**config.mk**
```make
export PLATFORM = sky130hd
export DESIGN_NAME = epr_fifo
export DESIGN_NICKNAME = d
export VERILOG_FILES = /design/src/rtl/epr_fifo.sv
export SDC_FILE = /design/constraint.sdc
export NUM_CORES = 1
export LEC_CHECK = 0
export ABC_AREA = 1
export BUFFER_PORTS_ARGS = -buffer_cell sky130_fd_sc_hd__buf_4
export CAP_MARGIN = 20
export CORE_MARGIN = 2
export CORE_UTILIZATION = 48
export CTS_CLUSTER_DIAMETER = 200
export CTS_CLUSTER_SIZE = 12
export DETAILED_ROUTE_END_ITERATION = 6
export GPL_TIMING_DRIVEN = 1
export PLACE_DENSITY = 0.74
export SLEW_MARGIN = 20
export SYNTH_ARGS = -nofsm -noshare
export SYNTH_HDL_FRONTEND = slang
export SYNTH_SLANG_ARGS = --single-unit
```
**constraint.sdc**
```tcl
create_clock -name clk -period 2 [get_ports clk]
set_clock_uncertainty 0.2 [all_clocks]
set_input_delay 0.1 -clock clk [delete_from_list [all_inputs] [get_ports clk]]
set_output_delay 0.1 -clock clk [all_outputs]
set_load 0.02 [all_outputs]
```
**src/rtl/epr_fifo.sv**
```systemverilog
module epr_fifo #(
    parameter int WIDTH = 8,
    parameter int DEPTH = 2
) (
    input  logic             clk,
    input  logic             rst_n,
    input  logic             wr,
    input  logic [WIDTH-1:0] wr_data,
    output logic             full,
    input  logic             rd,
    output logic [WIDTH-1:0] rd_data,
    output logic             empty
);
    localparam int PW = (DEPTH > 1) ? $clog2(DEPTH) : 1;
    localparam int NW = $clog2(DEPTH + 1);

    logic [WIDTH-1:0] mem_reg [DEPTH];
    logic [PW-1:0]    wr_ptr_reg;
    logic [PW-1:0]    rd_ptr_reg;
    logic [NW-1:0]    count_reg;
    logic             do_wr;
    logic             do_rd;

    assign full = (count_reg == NW'(DEPTH));
    assign empty = (count_reg == '0);
    assign rd_data = mem_reg[rd_ptr_reg];
    assign do_wr = wr && !full;
    assign do_rd = rd && !empty;

    // storage
    always_ff @(posedge clk)
    begin
        if (do_wr)
        begin
            mem_reg[wr_ptr_reg] <= wr_data;
        end
    end

    // pointers and fill level
    always_ff @(posedge clk or negedge rst_n)
    begin
        if (!rst_n)
        begin
            wr_ptr_reg <= '0;
            rd_ptr_reg <= '0;
            count_reg <= '0;
        end
        else
        begin
            if (do_wr)
            begin
                wr_ptr_reg <= (wr_ptr_reg == PW'(DEPTH - 1)) ? '0 : wr_ptr_reg + 1'b1;
            end
            if (do_rd)
            begin
                rd_ptr_reg <= (rd_ptr_reg == PW'(DEPTH - 1)) ? '0 : rd_ptr_reg + 1'b1;
            end
            if (do_wr && !do_rd)
            begin
                count_reg <= count_reg + 1'b1;
            end
            else if (do_rd && !do_wr)
            begin
                count_reg <= count_reg - 1'b1;
            end
        end
    end

endmodule

```
# Word level (Yosys, flattened, before mapping)

Memories as Yosys holds them, arrays and structs flattened.
Cells that the tools add are included.
W data, S select, Z words.

Add/subtract/negate cells: 4
Eq/ne operators: 1
Multiplexer cells: 6
Reductions and logical operators: 10

Operator list:

| cell                  | count |
|---|---|
| $logic_and A1 B1 Y1   | 4 |
| $logic_not A1 Y1      | 4 |
| $mux W1               | 4 |
| $mux W2               | 2 |
| $add A1 B1 Y1 const B | 2 |
| $add A2 B1 Y2 const B | 1 |
| $eq A2 B2 Y1 const B  | 1 |
| $logic_not A2 Y1      | 1 |
| $reduce_bool A2 Y1    | 1 |
| $sub A2 B1 Y2 const B | 1 |

Register bits after elaboration: 4
Memory bits (writable): 16
Bits of input ports: 12
Output and inout bits: 10
Word-level logic and storage cells: 25
Memories kept: 1

Memories:

| name    | words | bits a word | rd ports | clocked after memory_dff | write ports | line | text |
|---|---|---|---|---|---|---|---|
| mem_reg | 2     | 8           | 1        | 0                        | 1           | 17   | `logic [WIDTH-1:0] mem_reg [DEPTH];` |

# Logic depth before layout (Yosys ltp)

Depth after elaboration: 7
Gate-level depth with buffers: 9
Gate-level depth less buffers: 9

# Least setup slack after synthesis

Ideal clock, no wire load.

Path kind: register -> register
From: reg count_reg[0]
To: reg count_reg[1]
Library setup time: 0.117 ns
Arrival time: 1.282 ns
Setup slack: 0.401 ns
Stages on the path, launching flop included: 8
Buffers on the path: 0
Cells stage by stage: dfrtp_1 -> nor2_2 -> nor2_2 -> ha_1 -> inv_1 -> nand3_1 -> nand2_1 -> nand2_1

Longest elaborated chain between the ends: 6
Elaborated cells on any way between the ends: 15

RTL lines:

| element                      | line | text |
|---|---|---|
| start, declared              | 20   | `logic [NW-1:0] count_reg;` |
| start signal, assigned       | 60   | `count_reg <= count_reg + 1'b1;` |
| start signal, assigned       | 64   | `count_reg <= count_reg - 1'b1;` |
| $eq A2 B2 Y1 *               | 24   | `assign full = (count_reg == NW'(DEPTH));` |
| via full                     | 9    | `output logic full,` |
| $logic_not A1 Y1 *           | 27   | `assign do_wr = wr && !full;` |
| $logic_and A1 B1 Y1 *        | 27   |  |
| $logic_not A1 Y1             | 62   | `else if (do_rd && !do_wr)` |
| $logic_and A1 B1 Y1          | 62   |  |
| $reduce_bool A2 Y1 (no line) | -    |  |

The timed path passes the listed nets; every way through them passes the cells marked *. The select of a mux whose other input is x is not followed.
A chain may end at the register's enable or synchronous reset.

# Worst setup path in the final report

From: reg count_reg[0]
To: reg count_reg[1]

Longest elaborated chain between the ends: 6
Elaborated cells on any way between the ends: 15

RTL lines:

| element                                                        | line |
|---|---|
| $eq A2 B2 Y1 / $logic_not A2 Y1 (equally long branches)        | 24, 25 |
| $logic_not A1 Y1 (on tied branches)                            | 27, 28 |
| $logic_and A1 B1 Y1 (on tied branches)                         | 27, 28 |
| $logic_not A1 Y1 (on tied branches)                            | 62, 58 |
| $logic_and A1 B1 Y1 (on tied branches)                         | 62, 58 |
| $reduce_bool A2 Y1 (no line) / $mux W2 (equally long branches) | - |

Several ways; a longest one is shown, not always the timed one. The select of a mux whose other input is x is not followed.

==> run metrics <==
Inst Count DP=between 100 and 150; GRT overflow=0; clock buffer depth=2; status=finished clean; core area=between 1500 and 2000 um^2; vias in the first global route=579; top_reg_cell synth=edfxtp_1; most used cell, CP=nand2_1; period utilisation layout=between 80% and 90%; register area=around 580 um^2; remaining antenna violation count=0; startpoint types=flop; initial core utilization=roughly 53%; pre-CTS setup slack=0.386 ns; Layout area overhead=40.3%; Critical Path, Cell by Cell=o21ai_0, ha_1, inv_1, nand3_1, nand2_1, nand2_1; Root Driver=clkbuf_4; CP max stage delay=0.47 ns; total CTS buffers=3; crit path to=count_reg[1]$_DFFE_PN0P_; fraction of registers with async set/reset=roughly 20%; Util after Layout=around three quarters; Detailed Place HPWL=1.04 mm; Final Wtd Congestion=about 0.85; top cells by area, synth=edfxtp_1 59%, nand2_1 15%, dfrtp_1 12%, inv_1 3.2%, ha_1 1.5%; flip-flop count of the largest register after layout=16; hold slack final=0.310 ns; final setup vio count=0; Pwr Density=1340 nW/um^2; # diodes=0; placed cell area=990 um^2; Worst Path Max Fanout=7; Tmin final=1.64 ns; clk_lat worst skew=roughly 0.29 ns; HP Class=reg -> reg; Final Hold Viols=0; Syn Nets=86; slowest CP cell=dfrtp_1; TritonRoute pass-1 iters=4; Total Power=1.52 mW; filler instances=~120; end of the worst register-to-register path=count_reg[1]$_DFFE_PN0P_; WP buf/inv=1; postcts setup bufs=0; Arr. time, crit path=1.63 ns; multi-input logic area=194 um^2; DRC violations left=0; Resize count post-CTS=0; routed len/inst=roughly 12 um; # hold bufs at CTS=12; cell family with most CP delay=flip-flops; largest net degree at the start of global routing=12; CTS tree=yes; Leak=0.532 nW; die footprint=slightly above 2000 um^2; nets=~120; Die Width=45.1 um; I/O Buffers=21; Slew @ Worst Pin=0.352 ns; CP Depth=6; global-route wire length before repair=2.41 mm; Peak Freq=610 MHz; most common cell in the synthesized netlist=nand2_1; Pins Over Slew Limit=0; worst r2r src=count_reg[0]$_DFFE_PN0P_; synthesized area=810 um^2; vias=596; part of the Yosys area used for sequential elements=between 70% and 80%; TNS Setup=0 ns; Yosys cell types=14; Non-Filler Instances=around 130; Worst setup EP type=flop; Post-synth EDFFs=16; share of the synthesized area in the top cell type=59.4%; unrepaired setup endpoints after global routing=no; Setup WS post-layout=roughly 0.36 ns; initial antenna violation count=0; design area=1140 um^2; via/cell ratio=4.73; CTS sink count=20; CTS H-tree lvls=1; Routed WL=~1.5 mm; maxcap violations=0; Rows=14; Synth top cells by count=33 x nand2_1, 16 x edfxtp_1, 7 x inv_1, 4 x dfrtp_1; total track usage=around 18%; Ys Warns=0; layout cells sized above 1=25.5%; Die Span Y=roughly 45 um; R2R Setup Slk=0.36 ns; io pins=22; synthesized instance count=73; Reg clk slew, reported paths=0.11 ns; Starting DRT DRC Count=11; area leader, netlist=edfxtp_1; Setup CP Type=reg -> reg; Avg Inst Size Synth=~11 um^2; worst path required time=between 1.5 and 2 ns; Critical path origin=count_reg[0]$_DFFE_PN0P_; Max IR drop VDD=1030 uV; Synth Register Bits=20; R2R depth=6; Slew Limit Headroom=76.6%
-- layer usage --
metal	vias to the layer above	wire length [um]	GRT usage (%)
met2	17	766	30.0
met4	0	15	8.82
met5	-	0	0
li1	307	-	-
met1	270	680	20.8
met3	2	66	3.60
-- cells by family after synthesis --
kind of cell               Yosys count  synth area share (%)
AOI/OAI and AO/OA                    2                  1.24
xor gates and xnor gates             1                  1.08
adders and majority gates            1                  1.55
buffers and inverters                9                  4.33
DFF                                 20                  71.7
and+or+nand+nor                     40                  20.1
-- cell usage in the layout, fill, tap and decap left out, drive strengths merged --
cell type,n
nor2,4
ha,1
buf,22
clkbuf,3
xnor2,1
dlygate4sd3,12
nand2,33
dfrtp,4
nand3b,1
o21ai,2
nand3,1
clkinv,1
edfxtp,16
nand4,1
inv,8
-- how the worst min path moves through the flow --
stage / startpoint / to / cells past startpoint
after CTS: wr_ptr_reg$_DFFE_PN0N_ / wr_ptr_reg$_DFFE_PN0N_ / 2
final: wr_ptr_reg$_DFFE_PN0N_ / wr_ptr_reg$_DFFE_PN0N_ / 2
after detailed placement: rst_n / count_reg[0]$_DFFE_PN0P_ / 1
after global routing: wr_data[4] / mem_reg[1][4]$_DFFE_PP_ / 2
after floorplan: rst_n / count_reg[0]$_DFFE_PN0P_ / 0
after global placement: rst_n / count_reg[0]$_DFFE_PN0P_ / 1
-- report_power, final --
| part | internal [mW] | switching [mW] |
|---|---|---|
| sequential | 0.578 | 0.0820 |
| clock | 0.0726 | 0.115 |
| combinational | 0.272 | 0.399 |
| total | 0.923 | 0.596 |
-- cell type report --
cell class | count | area share (%)
Inverter | 8 | 2.64
Clock buffer | 3 | 1.98
Timing Repair Buffer | 34 | 25.1
Sequential cell | 20 | 51.1
Clock inverter | 1 | 0.330
Tap cell | 16 | 1.76
Multi-Input combinational cell | 44 | 17.1
-- tightest hold or removal path, stage by stage (launching register included) --
cell,delay (ns)
dfrtp_1,0.37
nand2_1,0.06
nand2_1,0.06
(Power assumes the default switching activity.)
